<file path="config.mk">
export PLATFORM = sky130hd
export DESIGN_NAME = ipsv_lane
export DESIGN_NICKNAME = d
export VERILOG_FILES = /design/src/sv/ipsv_pkg.sv /design/src/sv/ipsv_lane.sv
export SDC_FILE = /design/constraint.sdc
export NUM_CORES = 2
export LEC_CHECK = 0
export BUFFER_PORTS_ARGS = -buffer_cell sky130_fd_sc_hd__clkbuf_2
export CAP_MARGIN = 10
export CORE_MARGIN = 4
export CORE_UTILIZATION = 40
export DETAILED_ROUTE_END_ITERATION = 7
export MAX_ROUTING_LAYER = met4
export PLACE_DENSITY_LB_ADDON = 0.05
export SETUP_SLACK_MARGIN = 0.5
export SLEW_MARGIN = 20
export SYNTH_ARGS = -nofsm -noshare
export SYNTH_HDL_FRONTEND = slang
export SYNTH_SLANG_ARGS = --single-unit
</file>
<file path="constraint.sdc">
create_clock -name clk -period 12.9 [get_ports clk]
set_input_delay 0.645 -clock clk [delete_from_list [all_inputs] [get_ports clk]]
set_output_delay 0.645 -clock clk [all_outputs]
set_load 0.01 [all_outputs]
</file>
<file path="src/sv/ipsv_pkg.sv">
`default_nettype none

package ipsv_pkg;

  localparam int ANGLE_W    = 17;
  localparam int ERR_W      = 18;
  localparam int GAIN_W     = 18;
  localparam int BAND_W     = 15;
  localparam int SCALE_W    = 8;
  localparam int DUTY_W     = 13;
  localparam int CMD_W      = 16;
  localparam int CFG_IDX_W  = 3;
  localparam int CFG_DATA_W = 18;

  localparam int DIFF_W  = ERR_W + 2;
  localparam int PROD_W  = GAIN_W + 1 + DIFF_W;
  localparam int ACC_W   = PROD_W + 2;
  localparam int SPROD_W = ACC_W + SCALE_W + 1;
  localparam int SUM_W   = SPROD_W + 1;

  localparam int ANGLE_FRAC_BITS_DEF = 8;
  localparam int GAIN_FRAC_BITS_DEF  = 16;

  localparam logic [GAIN_W-1:0]  GAIN_P_RST         = 18'd655;
  localparam logic [GAIN_W-1:0]  GAIN_I_RST         = 18'd26214;
  localparam logic [GAIN_W-1:0]  GAIN_D_RST         = 18'd1311;
  localparam logic [BAND_W-1:0]  DEAD_BAND_RST      = 15'd77;
  localparam logic [BAND_W-1:0]  COMMAND_WINDOW_RST = 15'd2048;
  localparam logic [SCALE_W-1:0] DUTY_SCALE_RST     = 8'd25;
  localparam logic [DUTY_W-1:0]  DUTY_LOW_RST       = 13'd200;
  localparam logic [DUTY_W-1:0]  DUTY_HIGH_RST      = 13'd600;
  localparam logic [DUTY_W-1:0]  DUTY_RST           = 13'd400;

  localparam logic signed [CMD_W-1:0] CMD_MAX = 16'sh7FFF;
  localparam logic signed [CMD_W-1:0] CMD_MIN = 16'sh8000;

  typedef enum logic [CFG_IDX_W-1:0] {
    REG_GAIN_P,
    REG_GAIN_I,
    REG_GAIN_D,
    REG_DEAD_BAND,
    REG_COMMAND_WINDOW,
    REG_DUTY_SCALE,
    REG_DUTY_LOW,
    REG_DUTY_HIGH
  } reg_idx_t;

  typedef enum logic [2:0] {
    ST_IDLE,
    ST_MUL_P,
    ST_MUL_I,
    ST_MUL_D,
    ST_SCALE,
    ST_APPLY
  } state_t;

  typedef enum logic [1:0] {
    TERM_P,
    TERM_I,
    TERM_D
  } term_t;

  typedef struct packed {
    logic [GAIN_W-1:0]  gain_p;
    logic [GAIN_W-1:0]  gain_i;
    logic [GAIN_W-1:0]  gain_d;
    logic [BAND_W-1:0]  dead_band;
    logic [BAND_W-1:0]  command_window;
    logic [SCALE_W-1:0] duty_scale;
    logic [DUTY_W-1:0]  duty_low;
    logic [DUTY_W-1:0]  duty_high;
  } cfg_t;

  typedef struct packed {
    logic  load;
    logic  mul_en;
    term_t term;
    logic  scale_en;
    logic  apply;
  } ctrl_t;

endpackage

`default_nettype wire

</file>
<file path="src/sv/ipsv_lane.sv">
`default_nettype none

module ipsv_lane #(
  parameter int ANGLE_FRAC_BITS = ipsv_pkg::ANGLE_FRAC_BITS_DEF,
  parameter int GAIN_FRAC_BITS  = ipsv_pkg::GAIN_FRAC_BITS_DEF
) (
  input  wire logic                                 clk,
  input  wire logic                                 rst_n,
  input  wire ipsv_pkg::ctrl_t                      ctrl,
  input  wire ipsv_pkg::cfg_t                       cfg,
  input  wire logic signed [ipsv_pkg::ANGLE_W-1:0]  measured,
  input  wire logic signed [ipsv_pkg::ANGLE_W-1:0]  target,
  output logic [ipsv_pkg::DUTY_W-1:0]               duty_nxt,
  output logic                                      updated,
  output logic signed [ipsv_pkg::CMD_W-1:0]         command
);

  localparam int ERR_W   = ipsv_pkg::ERR_W;
  localparam int DIFF_W  = ipsv_pkg::DIFF_W;
  localparam int GAIN_W  = ipsv_pkg::GAIN_W;
  localparam int PROD_W  = ipsv_pkg::PROD_W;
  localparam int ACC_W   = ipsv_pkg::ACC_W;
  localparam int SPROD_W = ipsv_pkg::SPROD_W;
  localparam int SUM_W   = ipsv_pkg::SUM_W;
  localparam int DUTY_W  = ipsv_pkg::DUTY_W;
  localparam int CMD_W   = ipsv_pkg::CMD_W;
  localparam int BAND_W  = ipsv_pkg::BAND_W;
  localparam int DUTY_SH = ANGLE_FRAC_BITS + GAIN_FRAC_BITS;

  logic signed [ERR_W-1:0]   last_r, before_r;
  logic signed [DIFF_W-1:0]  diff_p_r, diff_i_r, diff_d_r;
  logic signed [ACC_W-1:0]   acc_r;
  logic signed [SPROD_W-1:0] sprod_r;
  logic                      upd_r;
  logic signed [CMD_W-1:0]   cmd_r;
  logic [DUTY_W-1:0]         duty_r;

  logic signed [ERR_W-1:0]   err;
  logic signed [GAIN_W:0]    op_gain;
  logic signed [DIFF_W-1:0]  op_diff;
  logic signed [PROD_W-1:0]  prod;
  logic [ACC_W-1:0]          mag, qmag, qneg, thr_db, thr_win;
  logic                      in_window;
  logic signed [CMD_W-1:0]   cmd_nxt;
  logic signed [SPROD_W-1:0] sprod_nxt;
  logic [SPROD_W-1:0]        smag, dmag;
  logic signed [SPROD_W-1:0] delta;
  logic signed [SUM_W-1:0]   sum, lim_hi, lim_lo;
  logic [DUTY_W-1:0]         clamped;

  assign err = ERR_W'(measured) - ERR_W'(target);

  always_ff @(posedge clk) begin
    if (!rst_n) begin
      last_r   <= '0;
      before_r <= '0;
      duty_r   <= ipsv_pkg::DUTY_RST;
    end else begin
      if (ctrl.load) begin
        last_r   <= err;
        before_r <= last_r;
      end
      if (ctrl.apply) begin
        duty_r <= duty_nxt;
      end
    end
  end

  always_ff @(posedge clk) begin
    if (ctrl.load) begin
      diff_p_r <= DIFF_W'(err) - DIFF_W'(last_r);
      diff_i_r <= DIFF_W'(err);
      diff_d_r <= DIFF_W'(err) - (DIFF_W'(last_r) <<< 1) + DIFF_W'(before_r);
      acc_r    <= '0;
    end else if (ctrl.mul_en) begin
      acc_r <= acc_r + ACC_W'(prod);
    end
    if (ctrl.scale_en) begin
      sprod_r <= sprod_nxt;
      upd_r   <= in_window;
      cmd_r   <= cmd_nxt;
    end
  end

  always_comb begin
    case (ctrl.term)
      ipsv_pkg::TERM_P: begin
        op_gain = $signed({1'b0, cfg.gain_p});
        op_diff = diff_p_r;
      end
      ipsv_pkg::TERM_I: begin
        op_gain = $signed({1'b0, cfg.gain_i});
        op_diff = diff_i_r;
      end
      ipsv_pkg::TERM_D: begin
        op_gain = $signed({1'b0, cfg.gain_d});
        op_diff = diff_d_r;
      end
      default: begin
        op_gain = '0;
        op_diff = '0;
      end
    endcase
  end

  assign prod = op_gain * op_diff;

  assign mag     = acc_r[ACC_W-1] ? unsigned'(-acc_r) : unsigned'(acc_r);
  assign thr_db  = {{(ACC_W-BAND_W){1'b0}}, cfg.dead_band} << GAIN_FRAC_BITS;
  assign thr_win = {{(ACC_W-BAND_W){1'b0}}, cfg.command_window} << GAIN_FRAC_BITS;
  assign in_window = (mag > thr_db) && (mag <= thr_win);

  assign qmag = mag >> GAIN_FRAC_BITS;
  assign qneg = '0 - qmag;

  always_comb begin
    if (acc_r[ACC_W-1]) begin
      if (qmag > ACC_W'(unsigned'(32'd32768))) begin
        cmd_nxt = ipsv_pkg::CMD_MIN;
      end else begin
        cmd_nxt = signed'(qneg[CMD_W-1:0]);
      end
    end else begin
      if (qmag > ACC_W'(unsigned'(32'd32767))) begin
        cmd_nxt = ipsv_pkg::CMD_MAX;
      end else begin
        cmd_nxt = signed'(qmag[CMD_W-1:0]);
      end
    end
  end

  assign sprod_nxt = acc_r * $signed({1'b0, cfg.duty_scale});

  assign smag  = sprod_r[SPROD_W-1] ? unsigned'(-sprod_r) : unsigned'(sprod_r);
  assign dmag  = smag >> DUTY_SH;
  assign delta = sprod_r[SPROD_W-1] ? -signed'(dmag) : signed'(dmag);

  assign sum    = $signed({{(SUM_W-DUTY_W){1'b0}}, duty_r}) + SUM_W'(delta);
  assign lim_hi = $signed({{(SUM_W-DUTY_W){1'b0}}, cfg.duty_high});
  assign lim_lo = $signed({{(SUM_W-DUTY_W){1'b0}}, cfg.duty_low});

  always_comb begin
    if (sum > lim_hi) begin
      clamped = cfg.duty_high;
    end else if (sum < lim_lo) begin
      clamped = cfg.duty_low;
    end else begin
      clamped = sum[DUTY_W-1:0];
    end
  end

  assign duty_nxt = upd_r ? clamped : duty_r;
  assign updated  = upd_r;
  assign command  = cmd_r;

endmodule

`default_nettype wire

</file>
Word level (Yosys, flattened, before mapping)
Index checks and enable logic that the tools add are counted.
{ "totals": {"register_bits": 215, "input_bits": 160, "out_inout_bits": 30, "wordCells": 43} }
{ "op_classes": {"add_sub_neg": 10, "n_mul": 2, "n_lt_le_gt_ge": 6, "n_eq_ne": 2, "mux": 11, "n_reduce_logical": 2} }
{ "ops": {"columns": ["operator", "count"], "rows": [
  ["50-bit two-way mux", 2],
  ["20-bit one-hot mux with 3 select lines", 1],
  ["18-bit one-hot mux with 3 select lines", 1],
  ["14-bit by 50-bit adder with 51-bit output", 1],
  ["51-bit by 14-bit greater-than comparator with 1-bit output", 1],
  ["51-bit by 14-bit less-than comparator with 1-bit output", 1],
  ["41-bit by 9-bit multiplier with 50-bit output", 1],
  ["26-bit negation with 50-bit output", 1],
  ["50-bit negation", 1],
  ["16-bit two-way mux", 3],
  ["41-bit by 39-bit adder with 41-bit output", 1],
  ["41-bit by 31-bit greater-than comparator with 1-bit output", 1],
  ["41-bit by 31-bit less-or-equal comparator with 1-bit output", 1],
  ["41-bit two-way mux", 1],
  ["41-bit negation", 1],
  ["19-bit by 20-bit multiplier with 39-bit output", 1],
  ["13-bit two-way mux", 3],
  ["25-bit by 15-bit greater-than comparator with 1-bit output (second input constant)", 1],
  ["25-bit by 16-bit greater-than comparator with 1-bit output (second input constant)", 1],
  ["20-bit by 18-bit adder with 20-bit output", 1],
  ["18-bit by 19-bit subtractor with 20-bit output", 1],
  ["18-bit by 18-bit subtractor with 19-bit output", 1],
  ["17-bit by 17-bit subtractor with 18-bit output", 1],
  ["1-bit by 16-bit subtractor with 16-bit output (first input constant)", 1],
  ["other kinds (4)", 4]
]} }

Longest topological paths before layout
{ "logic_depth": {"depth_word": 9, "depth_mapped": 37, "mapped_depth_nobuf": 34} }

Least setup slack after synthesis
Ideal clock, no wire load.
{ "synth_timing": {"path_type": "input-to-reg", "startpoint": "in ctrl[2] (netlist bit)", "endpoint": "reg acc_r[38]", "setup_ns": 0.128, "t_arrival_ns": 8.837, "t_required_ns": 12.772, "slack_ns": 3.935, "cell_stages": 34, "path_buffers": 5, "cell_sequence": "clkbuf_1 clkbuf_1 buf_1 mux2i_1 o21ai_0 clkbuf_1 nand2_1 fa_1 inv_1 fa_1 inv_1 fa_1 inv_1 fa_1 fa_1 fa_1 inv_1 fa_1 inv_1 ha_1 clkbuf_1 nand3_1 o211ai_1 o21bai_1 a21oi_1 o21ai_0 a211oi_1 o31ai_1 a21oi_1 a21oi_1 a221oi_1 xnor2_1 mux2i_1 nor2_1"} }
{ "synth_between": {"elab_chain_cells": 4, "elab_cells_between_ends": 7, "classes_between": "add/sub (1); mul (1); eq/ne (2); mux (2); reduce/logical (1)"} }
{ "synth_lines": {"columns": ["element", "line_no", "text"], "rows": [
  ["from (decl)", "ipsv_lane.sv:9", "input wire ipsv_pkg::ctrl_t ctrl,"],
  ["2-bit == test, or another cell as far along", "ipsv_lane.sv:86", "case (ctrl.term)"],
  ["18-bit one-hot mux with 3 select lines / 20-bit one-hot mux with 3 select lines (equally long branches)", "ipsv_lane.sv:86", null],
  ["19-bit by 20-bit multiplier with 39-bit output *", "ipsv_lane.sv:106", "assign prod = op_gain * op_diff;"],
  ["41-bit by 39-bit adder with 41-bit output *", "ipsv_lane.sv:76", "acc_r <= acc_r + ACC_W'(prod);"],
  ["to (signal assigned)", "ipsv_lane.sv:76", null],
  ["to (decl)", "ipsv_lane.sv:32", "logic signed [ACC_W-1:0] acc_r;"]
]} }
Every way passes the cells marked *; elsewhere a longest branch is shown, timed or not.
A chain may end at the register's enable or synchronous reset.

Final worst setup path
{ "layout_timing": {"startpoint": "in ctrl[2] (netlist bit)", "endpoint": "reg acc_r[39]"} }
Same word-level chain as after synthesis.

==> run summary <==
The H-tree was split into 2 levels. Weighted congestion reported at the end of routability-driven placement: 0.863. Buffers added to address setup during post-CTS repair amount to 0.

For the global-route total usage across every layer, the log shows 0.222. Summing all flip-flop and latch instances after layout gives 0.00553 mm2. Pin placement for this block handled 190 I/O pins. Final worst-path cycle share: 0.776.

The logs give 0 for the final-report max-slew violation count and 0 for the count of maximum capacitance violations. Based on the critical path, the design can be clocked at up to 0.0999 GHz. The via count of the first global-routing pass was 32200. The global routing met1 resource utilization was 0.324. The post-route standard cell area excluding fillers is 0.0453 mm2.

Counting stages on the worst path, the most repeated cell is sky130_fd_sc_hd__fa_1. The die covers 0.110 mm2. The die is 331 um wide. By startpoint and endpoint, the worst setup path is classified as in2reg. The count of warnings emitted by yosys was 0; the source-to-sink clock delay at the later pin of the worst-skew pair was 0.57 ns. The slowest stage of the critical path belongs to the cell sky130_fd_sc_hd__o21ai_1.

In this run, synthesis inferred 124 flip-flops with an integrated enable. Counting the buffers created by CTS gives 34. Summing all multi-input logic gate instances after layout gives 0.0319 mm2. The sequential-to-total area share from yosys stat was 0.132; the largest net degree at the start of global routing was 56. The tightest hold path in the finished design has a slack of 0.393 ns.

Clock skew on the completed layout was measured at 0.0225 ns. The root buffer cell is sky130_fd_sc_hd__clkbuf_16. The number of cells upsized or downsized after cts is 0, and the number of endpoints failing setup at the final stage is 0. The number of endpoints with negative hold slack in the final report is 0, and the cell area after synthesis is 0.0417 mm2. The number of synthesized register bits is 214.

The post-synthesis async set-or-reset flop share came out at 0. The core region is 0.103 mm2. The first routing iteration left 1894 violations.

The detailed-placement wirelength estimate was 94900 um; the average vias per placed instance was 5.11. The effective utilization at floorplan is 0.403. The fraction of layout cells with a size suffix above 1 was 0.0701; the final layout net count was 6048.

The global-route track usage on met2 was 0.335; the number of sinks driven by the clock tree was 214. During placement, the flow inserted port buffers numbering 189. After clock tree synthesis, the clock-pin slew on the worst setup and hold paths is 0.05 ns. Summed over all layers, the routed wires come to 116000 um. The run gives 0 as the number of nets with antenna violations after routing. The post-route minimum period is 10.01 ns. The number of cells after detailed placement came out at 6212.

The count of cells in the finished layout, fillers not included, comes to 6274. TritonCTS built the clock tree. The post-synthesis net count came out at 5946.

Along the worst path, the maximum fanout reaches 40. The layout overhead on the synthesized area works out to 8.56%. After clock tree synthesis, the flow added hold-fix buffers numbering 0. Leading register cell type out of synthesis: sky130_fd_sc_hd__edfxtp_1.

met2 is the most crowded layer. For this run, the detailed router's first-pass iteration total came to 5. The maximum number of buffers from clock root to sink is 3.

The delay contributed by the slowest stage of the critical path works out to 0.75 ns. Required time at the endpoint of the critical path: 13.35 ns. The startpoint class of the critical path is an input port. For the worst setup path, the data arrival time is 10.46 ns.

Max-slew headroom at the worst pin: 0.239. The average wire length per cell after detail routing works out to 18.5 um. The number of placement rows was 118. In this run the vertical extent of the chip is 331 um.

Setup repair after global routing left no endpoint under its margin. The min-delay analysis places its worst path in the category in2reg. The number of antenna violations at the first check in global routing is 2. The first global-routing pass estimated 185000 um of wire. After filler insertion, the fill cell instance count of the layout stands at 10400. The reg-to-reg setup timing slack was 3.78 ns. In the routed design, unresolved DRC markers number 0. The area of placed instances was 0.0442 mm2.

The run gives 4766 as the post-synthesis cell count. In this run the mean area of a mapped cell was 8.76 um2. After synthesis, the netlist uses 82 different library cells.

The flow ran to the end, and the final reports show no timing, DRC or antenna violations. The met3 global-route usage is 0.0258, and the routed via count is 32100. Summed over all layers, the global routing overflow is 0. Worst-margin pin slew: 1.14 ns.

After routing, the total negative slack on setup checks comes to 0 ns. The tools report the endpoint class of the critical path as a flop.
-- layout by cell type (no fill, tap or decap), drive strengths merged, types with 22 or more instances in the layout --
cell    instances
clkbuf        236
xnor2         150
fa            681
dfxtp          90
nor4           29
xor2           44
and3           26
a21boi         22
nand4          31
nand2         475
nand2b         33
or3            24
o221ai         23
and2          225
edfxtp        124
mux2i         120
nand3          75
a211oi         23
a21oi         151
nor3           51
o21ai         140
o21a           45
buf            71
inv           967
nor2          347
nor2b          60
a21o           64
ha            339
-- cell usage after synthesis (64+ instances only) --
cell,n,area share
sky130_fd_sc_hd__a21o_1,64,0.012
sky130_fd_sc_hd__a21oi_1,151,0.018
sky130_fd_sc_hd__and2_1,222,0.033
sky130_fd_sc_hd__clkbuf_1,178,0.016
sky130_fd_sc_hd__dfxtp_1,90,0.043
sky130_fd_sc_hd__edfxtp_1,124,0.089
sky130_fd_sc_hd__fa_1,681,0.33
sky130_fd_sc_hd__ha_1,339,0.10
sky130_fd_sc_hd__inv_1,965,0.087
sky130_fd_sc_hd__mux2i_1,120,0.029
sky130_fd_sc_hd__nand2_1,475,0.043
sky130_fd_sc_hd__nand3_1,75,0.0090
sky130_fd_sc_hd__nor2_1,347,0.031
sky130_fd_sc_hd__o21ai_0,132,0.016
sky130_fd_sc_hd__xnor2_1,150,0.031
-- area by class of cell --
cell class | count | area share
antenna | 1 | 0.0000552
tap | 1380 | 0.0381
sequential | 214 | 0.122
timing repair buffer | 257 | 0.0323
inverter | 966 | 0.0800
clock inverter | 11 | 0.00279
clock buffer | 50 | 0.0210
multi-input combinational | 3395 | 0.704
-- cell families (layout without fill, tap and decap cells) --
group	after synthesis	count (layout)	share of synthesized area
fa+ha+maj	1020	1020	0.428
mux	123	123	0.0296
xor+xnor	194	194	0.0407
simple gates	1432	1432	0.165
other cells	0	1	0
buf+inv	1157	1284	0.104
compound gates	626	626	0.0999
flops	214	214	0.132
-- registers in the layout (all words and copies together), names as in the netlist --
register  cells
before_r     18
diff_p_r     19
diff_d_r     20
command      16
duty_r       13
sprod_r      50
updated       1
acc_r        41
last_r       18
diff_i_r     18
-- path summary, 6_finish.rpt --
check / from / endpoint / cells after the start
worst max register to register: diff_i_r[6] / acc_r[39] / 30
worst min-delay path: cfg[0] / duty_r[0] / 3
worst max-delay path: ctrl[2] / acc_r[39] / 32
worst min register to register: last_r[2] / last_r[2] / 2
-- metrics by stage --
step | util | worst slack, ns
after global routing | 0.438 | 2.20
final | 0.438 | 2.89
after floorplan | - | 3.94
after CTS | 0.438 | 2.97
after global placement | 0.427 | 2.45
after detailed placement | 0.427 | 2.38
-- worst max-delay path, delay by kind of cell --
family                     cells  cell delay [ns]
and+or+nand+nor                3             0.41
muxes                          1             0.17
AOI/OAI and AO/OA             13             4.06
adders and majority gates      8             3.76
buffers and inverters          7             1.37
-- routing by layer --
layer  wire length (um)  vias up
met5                  0        -
met4               2360        0
met3               5340       86
met2              52100      618
met1              56400    16000
li1                   -    15300
Power is left out: the tool's default activity adds up to more than one toggle a clock period on the data nets, which glitch-free logic cannot reach.
