**src/sv/ipsv_pkg.sv**
```systemverilog
`default_nettype none

package ipsv_pkg;

  localparam int ANGLE_W    = 17;
  localparam int ERR_W      = 18;
  localparam int GAIN_W     = 18;
  localparam int BAND_W     = 15;
  localparam int SCALE_W    = 8;
  localparam int DUTY_W     = 13;
  localparam int CMD_W      = 16;
  localparam int CFG_IDX_W  = 3;
  localparam int CFG_DATA_W = 18;

  localparam int DIFF_W  = ERR_W + 2;
  localparam int PROD_W  = GAIN_W + 1 + DIFF_W;
  localparam int ACC_W   = PROD_W + 2;
  localparam int SPROD_W = ACC_W + SCALE_W + 1;
  localparam int SUM_W   = SPROD_W + 1;

  localparam int ANGLE_FRAC_BITS_DEF = 8;
  localparam int GAIN_FRAC_BITS_DEF  = 16;

  localparam logic [GAIN_W-1:0]  GAIN_P_RST         = 18'd655;
  localparam logic [GAIN_W-1:0]  GAIN_I_RST         = 18'd26214;
  localparam logic [GAIN_W-1:0]  GAIN_D_RST         = 18'd1311;
  localparam logic [BAND_W-1:0]  DEAD_BAND_RST      = 15'd77;
  localparam logic [BAND_W-1:0]  COMMAND_WINDOW_RST = 15'd2048;
  localparam logic [SCALE_W-1:0] DUTY_SCALE_RST     = 8'd25;
  localparam logic [DUTY_W-1:0]  DUTY_LOW_RST       = 13'd200;
  localparam logic [DUTY_W-1:0]  DUTY_HIGH_RST      = 13'd600;
  localparam logic [DUTY_W-1:0]  DUTY_RST           = 13'd400;

  localparam logic signed [CMD_W-1:0] CMD_MAX = 16'sh7FFF;
  localparam logic signed [CMD_W-1:0] CMD_MIN = 16'sh8000;

  typedef enum logic [CFG_IDX_W-1:0] {
    REG_GAIN_P,
    REG_GAIN_I,
    REG_GAIN_D,
    REG_DEAD_BAND,
    REG_COMMAND_WINDOW,
    REG_DUTY_SCALE,
    REG_DUTY_LOW,
    REG_DUTY_HIGH
  } reg_idx_t;

  typedef enum logic [2:0] {
    ST_IDLE,
    ST_MUL_P,
    ST_MUL_I,
    ST_MUL_D,
    ST_SCALE,
    ST_APPLY
  } state_t;

  typedef enum logic [1:0] {
    TERM_P,
    TERM_I,
    TERM_D
  } term_t;

  typedef struct packed {
    logic [GAIN_W-1:0]  gain_p;
    logic [GAIN_W-1:0]  gain_i;
    logic [GAIN_W-1:0]  gain_d;
    logic [BAND_W-1:0]  dead_band;
    logic [BAND_W-1:0]  command_window;
    logic [SCALE_W-1:0] duty_scale;
    logic [DUTY_W-1:0]  duty_low;
    logic [DUTY_W-1:0]  duty_high;
  } cfg_t;

  typedef struct packed {
    logic  load;
    logic  mul_en;
    term_t term;
    logic  scale_en;
    logic  apply;
  } ctrl_t;

endpackage

`default_nettype wire

```
**src/sv/ipsv_ctrl.sv**
```systemverilog
`default_nettype none

module ipsv_ctrl (
  input  wire logic             clk,
  input  wire logic             rst_n,
  input  wire logic             in_fire,
  input  wire logic             out_free,
  output ipsv_pkg::ctrl_t       ctrl,
  output logic                  idle
);

  ipsv_pkg::state_t state_r, state_nxt;

  always_ff @(posedge clk) begin
    if (!rst_n) begin
      state_r <= ipsv_pkg::ST_IDLE;
    end else begin
      state_r <= state_nxt;
    end
  end

  always_comb begin
    state_nxt = state_r;
    case (state_r)
      ipsv_pkg::ST_IDLE: begin
        if (in_fire) begin
          state_nxt = ipsv_pkg::ST_MUL_P;
        end
      end
      ipsv_pkg::ST_MUL_P: state_nxt = ipsv_pkg::ST_MUL_I;
      ipsv_pkg::ST_MUL_I: state_nxt = ipsv_pkg::ST_MUL_D;
      ipsv_pkg::ST_MUL_D: state_nxt = ipsv_pkg::ST_SCALE;
      ipsv_pkg::ST_SCALE: state_nxt = ipsv_pkg::ST_APPLY;
      ipsv_pkg::ST_APPLY: begin
        if (out_free) begin
          state_nxt = ipsv_pkg::ST_IDLE;
        end
      end
      default: state_nxt = ipsv_pkg::ST_IDLE;
    endcase
  end

  always_comb begin
    ctrl.load     = 1'b0;
    ctrl.mul_en   = 1'b0;
    ctrl.term     = ipsv_pkg::TERM_P;
    ctrl.scale_en = 1'b0;
    ctrl.apply    = 1'b0;
    idle          = 1'b0;
    case (state_r)
      ipsv_pkg::ST_IDLE: begin
        idle      = 1'b1;
        ctrl.load = in_fire;
      end
      ipsv_pkg::ST_MUL_P: begin
        ctrl.mul_en = 1'b1;
        ctrl.term   = ipsv_pkg::TERM_P;
      end
      ipsv_pkg::ST_MUL_I: begin
        ctrl.mul_en = 1'b1;
        ctrl.term   = ipsv_pkg::TERM_I;
      end
      ipsv_pkg::ST_MUL_D: begin
        ctrl.mul_en = 1'b1;
        ctrl.term   = ipsv_pkg::TERM_D;
      end
      ipsv_pkg::ST_SCALE: ctrl.scale_en = 1'b1;
      ipsv_pkg::ST_APPLY: ctrl.apply = out_free;
      default: idle = 1'b0;
    endcase
  end

endmodule

`default_nettype wire

```
**config.mk**
```make
export PLATFORM = sky130hd
export DESIGN_NAME = ipsv_ctrl
export DESIGN_NICKNAME = d
export VERILOG_FILES = /design/src/sv/ipsv_pkg.sv /design/src/sv/ipsv_ctrl.sv
export SDC_FILE = /design/constraint.sdc
export NUM_CORES = 1
export LEC_CHECK = 0
export BUFFER_PORTS_ARGS = -buffer_cell sky130_fd_sc_hd__buf_2
export CAP_MARGIN = 25
export CORE_AREA = 2 2 39 41
export DETAILED_ROUTE_END_ITERATION = 10
export DIE_AREA = 0 0 41 43
export PLACE_DENSITY = 0.4
export SYNTH_ARGS = -nofsm -noshare
export SYNTH_HDL_FRONTEND = slang
export SYNTH_SLANG_ARGS = --single-unit
```
**constraint.sdc**
```tcl
create_clock -name clk -period 1.35 [get_ports clk]
set_clock_uncertainty 0.15 [all_clocks]
set_input_delay 0.27 -clock clk [delete_from_list [all_inputs] [get_ports clk]]
set_output_delay 0.27 -clock clk [all_outputs]
set_load 0.1 [all_outputs]
```
After elaboration in Yosys (flattened, before gate mapping)
Index checks and enable logic that the tools add are counted.
{"block": "word_totals", "wordCells": 18, "reg_bits": 3}
{"block": "classes", "eq_ne": 7, "mux": 8, "reduce_logical": 2}
{"operator": "case mux 3 bit (6 select lines)", "n": 1}
{"operator": "case mux 3 bit (3 select lines)", "n": 1}
{"operator": "equality test 3 x 2 -> 1 bit, second input constant", "n": 2}
{"operator": "equality test 3 bit, second input constant", "n": 2}
{"operator": "two-way mux 3 bit", "n": 2}
{"operator": "two-way mux 1 bit", "n": 4}
{"operator": "!= test 2 bit, second input constant", "n": 2}
{"operator": "equality test 3 x 1 -> 1 bit, second input constant", "n": 1}
{"operator": "zero test 3 bit", "n": 1}
{"operator": "AND reduction 2 bit", "n": 1}

Depth between registers and ports, before layout
Gate-level depths: netlist (run 1).
{"block": "depth", "ltp_word": 3, "depth_mapped": 4}

Worst setup path after synthesis (run 1)
No wires, ideal clock.
{"block": "synth_path", "path_kind": "reg2out", "startpoint": "register state_r[1]", "endpoint": "output port ctrl[5] in the netlist's numbering", "t_arrival_ns": 2.559, "path_stages_with_launch": 4, "n_path_buf": 1, "setup_slack_ns": -1.629, "path_cell_list": "dfxtp_1 -> buf_6 -> nor3_2 -> and2_1"}
{"element": "start, declared", "line": "ipsv_ctrl.sv:12", "rtl": "ipsv_pkg::state_t state_r, state_nxt;"}
{"element": "start signal, assigned", "line": "ipsv_ctrl.sv:16", "rtl": "state_r <= ipsv_pkg::ST_IDLE;"}
{"element": "start signal, assigned", "line": "ipsv_ctrl.sv:18", "rtl": "state_r <= state_nxt;"}
{"element": "end, declared", "line": "ipsv_ctrl.sv:8", "rtl": "output ipsv_pkg::ctrl_t ctrl,"}

==> results of run 1 <==
[repair_timing]
item                                    4_1_cts  5_1_grt
pin swaps                                     3        4
endpoints found under the setup margin        8        7
gates resized for setup                       8        8
setup buffers                                 0        1
[metal layers]
layer,vias up,GRT usage [%]
li1,123,-
met1,103,8.77
met2,8,11.9
met3,0,4.71
met4,0,6.00
met5,-,0
[worst max-delay path by stage]
| stage | slack [ps] | cells past startpoint | to | from |
|---|---|---|---|---|
| finish | -270 | 4 | ctrl[5] | state_r[1] |
| global route | -310 | 4 | ctrl[5] | state_r[1] |
| CTS | -290 | 4 | ctrl[5] | state_r[0] |
| detailed placement | -140 | 2 | ctrl[0] | state_r[2] |
| global placement | -70 | 2 | ctrl[0] | state_r[2] |
| floorplan | -790 | 3 | ctrl[2] | state_r[1] |
[cells in the mapped netlist, drive strengths merged, types with 2 or more instances]
master,instances,area [µm²]
nor3b,2,25.0
dfxtp,3,60.1
nor2,4,15.0
nand2,2,10.0
and2,2,13.8
nor3,2,15.0
buf,3,27.5
[cell families (layout without fill, tap and decap cells)]
group / count (synthesis) / after routing / synth area share, %
compound gates: 2 / 2 / 8.29
xor+xnor: 1 / 1 / 4.14
buf+inv: 4 / 26 / 14.8
flops: 3 / 3 / 28.4
simple gates: 14 / 14 / 44.4
[power breakdown]
group          total, mW  switching (mW)  internal (mW)
sequential         0.125          0.0238          0.101
combinational      0.508           0.290          0.218
clock              0.154          0.0434          0.111
total              0.787           0.357          0.430
[cell type report]
class	instances	area share, %
clock buffers	4	4.85
inverters	1	1.15
multi-input cells	17	31.2
flip-flops and latches	3	13.2
well taps	16	3.70
repair buffers	21	46.0
[metrics by stage]
stage	setup TNS, ps	setup WS (ps)	power (mW)
final	-1400	-265	0.787
after global routing	-1750	-312	0.833
after CTS	-1690	-294	0.771
after detailed placement	-461	-140	0.593
after global placement	-315	-74.8	0.590
after floorplan	-2890	-788	0.409
==> impl_metrics.csv, run 1 <==
group,metric,value,unit
timing,drv_slew,0,
final_layout,layout_common_cells,"buf_4 (8), buf_12 (7)",
global_route,grt_pass1_wl,917,µm
yosys,syn_area,211,µm²
yosys,synth_ff_type,"dfxtp_1",
critical_path,slowest_delay,350,ps
route,viasPerCell,3.77,
timing,slew_headroom,87.1,%
yosys,avgSynthCellArea,8.81,µm²
final_layout,multi_input_area,169,µm²
placement,hpwlAfterDp,435,µm
route,routed_wl,519,µm
floorplan,coreArea,1380,µm²
clock_network,ctsHoldBuffers,0,
yosys,synth_nets,28,
critical_path,reg2reg_from,"state_r[2]",
final_layout,largest_reg_flops,3,
route,wirelength_met1,198,µm
timing,whs,132,ps
clock_network,cts_tree,"done",
critical_path,arrival,1200,ps
critical_path,cp_max_fo,6,
final_layout,n_antenna_cell,0,
critical_path,cp_cell_sequence,"buf_6 > nor3_4 > and2_4 > buf_12",
power,ir_worst_vdd,0.643,mV
final_layout,utilization,39.2,%
route,first_pass_iters,2,
global_route,grt_antenna_before_repair,0,
placement,post_dp_cell_area,459,µm²
global_route,grt_pass1_vias,217,
placement,port_buffers,10,
yosys,synthArstFlopShare,0,%
timing,hold_violations,0,
route,post_drt_wl_per_cell,8.37,µm
timing,rsz0062_at_grt,"yes",
clock_network,numCtsBuffers,3,
critical_path,crit_required,930,ps
route,drtIter0Drc,1,
yosys,ys_warn_count,0,
final_layout,nets,51,
critical_path,slowest_stage,"dfxtp_4",
clock_network,clk_path_buf_depth,2,
placement,place.gp.congestion,0.743,
global_route,grt_start_max_net_pins,11,
route,drc,0,
yosys,synth-seq-cells,3,
yosys,yosysSeqAreaShare,28.4,%
route,vias,234,
clock_network,htreeDepth,1,
final_layout,layout_commonest_cell,"buf_4",
final_layout,final_area,542,µm²
critical_path,critPathKind,"reg -> out",
power,powerDensity,1450,nW/µm²
outcome,violations,"negative setup slack",
worst_hold_path,min_to,"state_r[2]",
route,ant_nets,0,
route,wl_met2,278,µm
placement,post-place-cells,57,
worst_hold_path,hold_class,"in -> reg",
clock_network,cts_root_buffer,"clkbuf_4",
final_layout,area_delta_synth_final,156,%
timing,post-route-period-util,120,%
job,maxCapViolCount,0,
final_layout,reg_top3,"state_r x3",
global_route,grt_usage,8.36,%
critical_path,r2r_slack,180,ps
clock_network,insertion_delay,230,ps
critical_path,r2r_end,"state_r[2]",
outcome,status,"complete, but fails checks",
timing,setup_viol,7,
timing,min_period,1620,ps
floorplan,fp.dieH,43,µm
yosys,postSynthCellCount,24,
yosys,ys_types,17,
route,top_layer,"met3",
floorplan,rows,14,
critical_path,critPathBufInv,2,
critical_path,r2r_cells,3,
final_layout,drive_above_1_share,82.6,%
floorplan,die_x,41,µm
timing,finalWorstSetupSlack,-265,ps
critical_path,critical_path.top_delay_family,"flip-flops",
timing,worst_slew_pin_slew,193,ps
final_layout,largest-register,"state_r",
power,leakagePower,0.231,nW
final_layout,fillers,137,
clock_network,clock_sinks,3,
critical_path,setup.worst_path.end_class,"primary output",
global_route,grt.overflow.total,0,
floorplan,initial_core_util,15.3,%
final_layout,stdcell_count,62,
worst_hold_path,min_from,"rst_n",
critical_path,start_kind,"register",
timing,max_freq,0.619,GHz
worst_hold_path,holdPathStages,2,
floorplan,io_pins,11,
yosys,synth_edf_count,0,
final_layout,seqCellArea,71.3,µm²
floorplan,dieArea,1760,µm²
route,wl_met3,43,µm
clock_network,clkTransAtPathRegs,30,ps
Note: power is estimated with default switching activity, not from simulation.
==> run 2: changes to the inputs <==
==> constraint.sdc (replaced) <==
create_clock -name clk -period 1.6 [get_ports clk]
set_clock_uncertainty 0.15 [all_clocks]
set_input_delay 0.16 -clock clk [delete_from_list [all_inputs] [get_ports clk]]
set_output_delay 0.16 -clock clk [all_outputs]
set_load 0.1 [all_outputs]
==> impl_metrics.csv, run 2 (synthesis results as in run 1) <==
group,metric,value,unit
power,p_clk_share,22.5,%
final_layout,utilization,29.8,%
power,p_switching,0.274,mW
timing,post-route-period-util,96.1,%
global_route,grt_pass1_wl,690,µm
placement,hpwlAfterDp,335,µm
timing,fin_tns_setup,0,ps
route,drtIter0Drc,6,
clock_network,cts_setup_buffers,0,
floorplan,coreArea,1380,µm²
final_layout,area_delta_synth_final,95.3,%
timing,drv_slew,0,
global_route,grt_start_max_net_pins,11,
final_layout,drive_above_1_share,71.4,%
final_layout,nets,40,
route,viasPerCell,3.78,
critical_path,critPathKind,"reg -> out",
final_layout,reg_top3,"state_r x3",
route,drc,0,
outcome,status,"completed",
global_route,grt_usage,5.93,%
timing,worst_slew_pin_slew,233,ps
clock_network,numCtsBuffers,3,
final_layout,layout_common_cells,"buf_12 (7), nor2_1 (3), clkbuf_4 (3), buf_2 (3), dfxtp_2 (3)",
clock_network,cts_root_buffer,"clkbuf_4",
clock_network,insertion_delay,230,ps
route,vias,193,
critical_path,start_kind,"register",
timing,slew_headroom,84.4,%
power,ir_worst_vdd,0.379,mV
timing,max_freq,0.650,GHz
global_route,grt_antenna_before_repair,0,
critical_path,crit_required,1290,ps
critical_path,arrival,1230,ps
placement,port_buffers,10,
clock_network,cts_tree,"done",
floorplan,initial_core_util,15.3,%
timing,hold_violations,0,
critical_path,setup.worst_path.end_class,"primary output",
power,p_sw_share,47.6,%
floorplan,fp.dieH,43,µm
power,pwr-share-seq,19.2,%
route,routed_wl,415,µm
route,first_pass_iters,4,
clock_network,clock_sinks,3,
final_layout,layout_commonest_cell,"buf_12",
timing,whs,28.5,ps
critical_path,cp_max_fo,8,
global_route,grt_pass1_vias,182,
floorplan,dieArea,1760,µm²
route,ant_nets,0,
placement,place.gp.congestion,0.589,
power,powerDensity,1400,nW/µm²
floorplan,die_x,41,µm
final_layout,largest-register,"state_r",
power,pwr-share-comb,58.4,%
timing,rsz0062_at_grt,"no",
floorplan,io_pins,11,
power,internal_power,0.302,mW
power,power,0.577,mW
clock_network,clk_path_buf_depth,2,
job,maxCapViolCount,0,
clock_network,htreeDepth,1,
route,post_drt_wl_per_cell,8.14,µm
clock_network,ctsHoldBuffers,0,
worst_hold_path,hold_class,"in -> reg",
timing,setup_viol,0,
floorplan,rows,14,
clock_network,clkTransAtPathRegs,40,ps
power,leakagePower,0.160,nW
final_layout,largest_reg_flops,3,
final_layout,n_antenna_cell,0,
global_route,grt.overflow.total,0,
timing,min_period,1540,ps
## run 2: cell type report
cell class | instances | area (µm²)
multi-input combinational | 17 | 144
tap | 16 | 20.0
sequential | 3 | 63.8
inverter | 1 | 3.75
timing repair buffer | 10 | 155
clock buffer | 4 | 26.3
fill | 152 | 971
## run 2: final timing paths
check	endpoint	slack (ps)	start	cells after the start
worst max register to register	state_r[2]	400	state_r[2]	3
worst min register to register	state_r[1]	400	state_r[2]	1
worst min-delay path	state_r[2]	30	rst_n	2
worst max-delay path	ctrl[2]	60	state_r[1]	3
## run 2: stage by stage
step / cells / setup slack (ps) / cell area, µm²
detailed placement: 47 / 146 / 383
CTS: 51 / 2.70 / 412
floorplan: 24 / -428 / 235
global placement: 47 / 175 / 383
finish: 51 / 62.1 / 413
global route: 51 / 13.4 / 413
## run 2: metal layers
layer,up-vias,global-route usage (%),share of wire [%]
met5,-,0,0
met4,0,4.00,0
met3,0,3.14,6.7
met2,7,7.50,56
met1,84,7.42,37
li1,102,-,-
## run 2: timing repair
| item | 4_1_cts | 5_1_grt |
|---|---|---|
| pin swaps | 1 | 0 |
| endpoints found under the setup margin | 4 | 2 |
| resized for setup | 2 | 1 |
## run 2: critical path: stages (launching register included)
cell	delay (ps)
dfxtp_2	430
inv_1	90
nor3_2	260
buf_12	210
## run 2: power by group through the flow
stage	sequential, mW	combinational [mW]	clock, mW
final	0.110	0.337	0.129
after global routing	0.113	0.351	0.144
after CTS	0.111	0.339	0.139
after detailed placement	0.110	0.337	0
after global placement	0.109	0.335	0
after floorplan	0.0873	0.257	0
==> run 3: changes to the inputs <==
--- a/config.mk
+++ b/config.mk
@@ -8,6 +8,7 @@
 export BUFFER_PORTS_ARGS = -buffer_cell sky130_fd_sc_hd__buf_2
 export CAP_MARGIN = 25
 export CORE_AREA = 2 2 39 41
+export CTS_BUF_LIST = sky130_fd_sc_hd__clkbuf_16
 export DETAILED_ROUTE_END_ITERATION = 10
 export DIE_AREA = 0 0 41 43
 export PLACE_DENSITY = 0.4
==> constraint.sdc (replaced) <==
create_clock -name clk -period 1.6 [get_ports clk]
set_clock_uncertainty 0.15 [all_clocks]
set_input_delay 0.16 -clock clk [delete_from_list [all_inputs] [get_ports clk]]
set_output_delay 0.16 -clock clk [all_outputs]
set_load 0.005 [all_outputs]
==> impl_metrics.csv, run 3 (synthesis results as in run 1) <==
group,metric,value,unit
floorplan,io_pins,11,
global_route,grt_usage,6.82,%
final_layout,final_area,333,µm²
power,pwr-share-comb,12.7,%
route,routed_wl,469,µm
critical_path,cp_max_fo,8,
global_route,grt_pass1_wl,683,µm
clock_network,numCtsBuffers,3,
route,viasPerCell,3.61,
global_route,busiest_layer,"met4",
worst_hold_path,holdPathStages,2,
timing,rsz0062_at_grt,"no",
placement,place.gp.congestion,0.645,
final_layout,layout_commonest_cell,"buf_2",
power,p_clk_share,69.0,%
power,p_switching,0.120,mW
critical_path,r2r_cells,3,
route,post_drt_wl_per_cell,9.20,µm
final_layout,drive_above_1_share,51.4,%
final_layout,area_delta_synth_final,57.4,%
clock_network,cts_resized,0,
power,powerDensity,1710,nW/µm²
timing,min_period,1440,ps
clock_network,cts_tree,"done",
global_route,grt.met2_usage,5.94,%
power,p_sw_share,21.2,%
global_route,grtUsageMet3,3.66,%
clock_network,clkTransAtPathRegs,30,ps
timing,post-route-period-util,89.8,%
floorplan,initial_core_util,15.3,%
timing,max_freq,0.696,GHz
clock_network,clock_sinks,3,
critical_path,critPathKind,"reg -> out",
final_layout,n_antenna_cell,0,
placement,post_dp_cell_area,254,µm²
floorplan,coreArea,1380,µm²
timing,setup_viol,0,
job,maxCapViolCount,0,
floorplan,rows,14,
final_layout,nets,40,
clock_network,cts_root_buffer,"clkbuf_16",
floorplan,die_x,41,µm
power,ir_worst_vdd,0.410,mV
critical_path,arrival,1130,ps
floorplan,dieArea,1760,µm²
clock_network,insertion_delay,220,ps
route,drc,0,
route,ant_nets,0,
global_route,grt.overflow.total,0,
global_route,gr-usage-met1,7.69,%
timing,slew_headroom,77.3,%
power,internal_power,0.448,mW
clock_network,htreeDepth,1,
route,first_pass_iters,2,
final_layout,largest_reg_flops,3,
timing,hold_violations,0,
route,drtIter0Drc,1,
power,pwr-share-seq,18.4,%
worst_hold_path,hold_class,"in -> reg",
clock_network,clk_path_buf_depth,2,
critical_path,start_kind,"register",
final_layout,largest-register,"state_r",
placement,port_buffers,10,
placement,hpwlAfterDp,320,µm
power,leakagePower,0.154,nW
floorplan,fp.dieH,43,µm
clock_network,cts_setup_buffers,0,
global_route,grt_pass1_vias,168,
clock_network,ctsHoldBuffers,0,
timing,fin_tns_setup,0,ps
route,vias,184,
global_route,grt_start_max_net_pins,11,
final_layout,layout_common_cells,"buf_2 (10), nor2_1 (4), clkbuf_16 (3), dfxtp_1 (3)",
critical_path,setup.worst_path.end_class,"primary output",
timing,worst_slew_pin_slew,339,ps
global_route,grt_antenna_before_repair,0,
outcome,status,"completed",
timing,drv_slew,0,
critical_path,crit_required,1290,ps
final_layout,reg_top3,"state_r x3",
[run 3: changes by cell type in the layout (fill, tap and decap cells not counted), sizes merged]
cell    previous run  this run
clkbuf             4         3
inv                1         2
[run 3: stage by stage]
step                util, %  setup slack [ps]  total power, mW  hold slack [ps]  cells
floorplan                 -               523            0.160              138     24
global placement       18.4               353            0.180              267     47
finish                 24.1               164            0.568             31.7     51
CTS                    24.1               148            0.579             26.3     51
detailed placement     18.4               392            0.178              257     47
global route           24.1               109            0.591             51.1     51
[run 3: routing by layer]
metal / vias up / part of all wire, % / routed length, µm
met2: 9 / 43 / 201
met1: 74 / 44 / 208
met4: 0 / 3.0 / 14
li1: 99 / - / -
met3: 2 / 9.4 / 44
met5: - / 0 / 0
[run 3: path summary, 6_finish.rpt]
| path | start | to | slack (ps) |
|---|---|---|---|
| setup / recovery | state_r[1] | ctrl[1] | 160 |
| hold / removal | rst_n | state_r[2] | 30 |
| setup reg to reg | state_r[2] | state_r[2] | 400 |
| hold reg to reg | state_r[2] | state_r[1] | 500 |
[run 3: critical path, stage by stage (launching register included)]
cell	delay, ps
dfxtp_1	490
nor2_1	100
and2_2	190
buf_2	120
[run 3: cell type report]
| class | count | area, µm² |
|---|---|---|
| fillers | 150 | 1050 |
| multi-input cells | 17 | 120 |
| clock buffers | 3 | 75.1 |
| flip-flops and latches | 3 | 60.1 |
| repair buffers | 10 | 50.0 |
| well taps | 16 | 20.0 |
| clock inverters | 1 | 3.75 |
| inverters | 1 | 3.75 |
[run 3: power groups by stage]
stage                     Combinational (mW)  Sequential (mW)  Clock [mW]
after floorplan                       0.0728           0.0873           0
after global placement                0.0734            0.106           0
after detailed placement              0.0725            0.105           0
after CTS                             0.0735            0.105       0.401
after global routing                  0.0792            0.107       0.406
final                                 0.0720            0.104       0.392
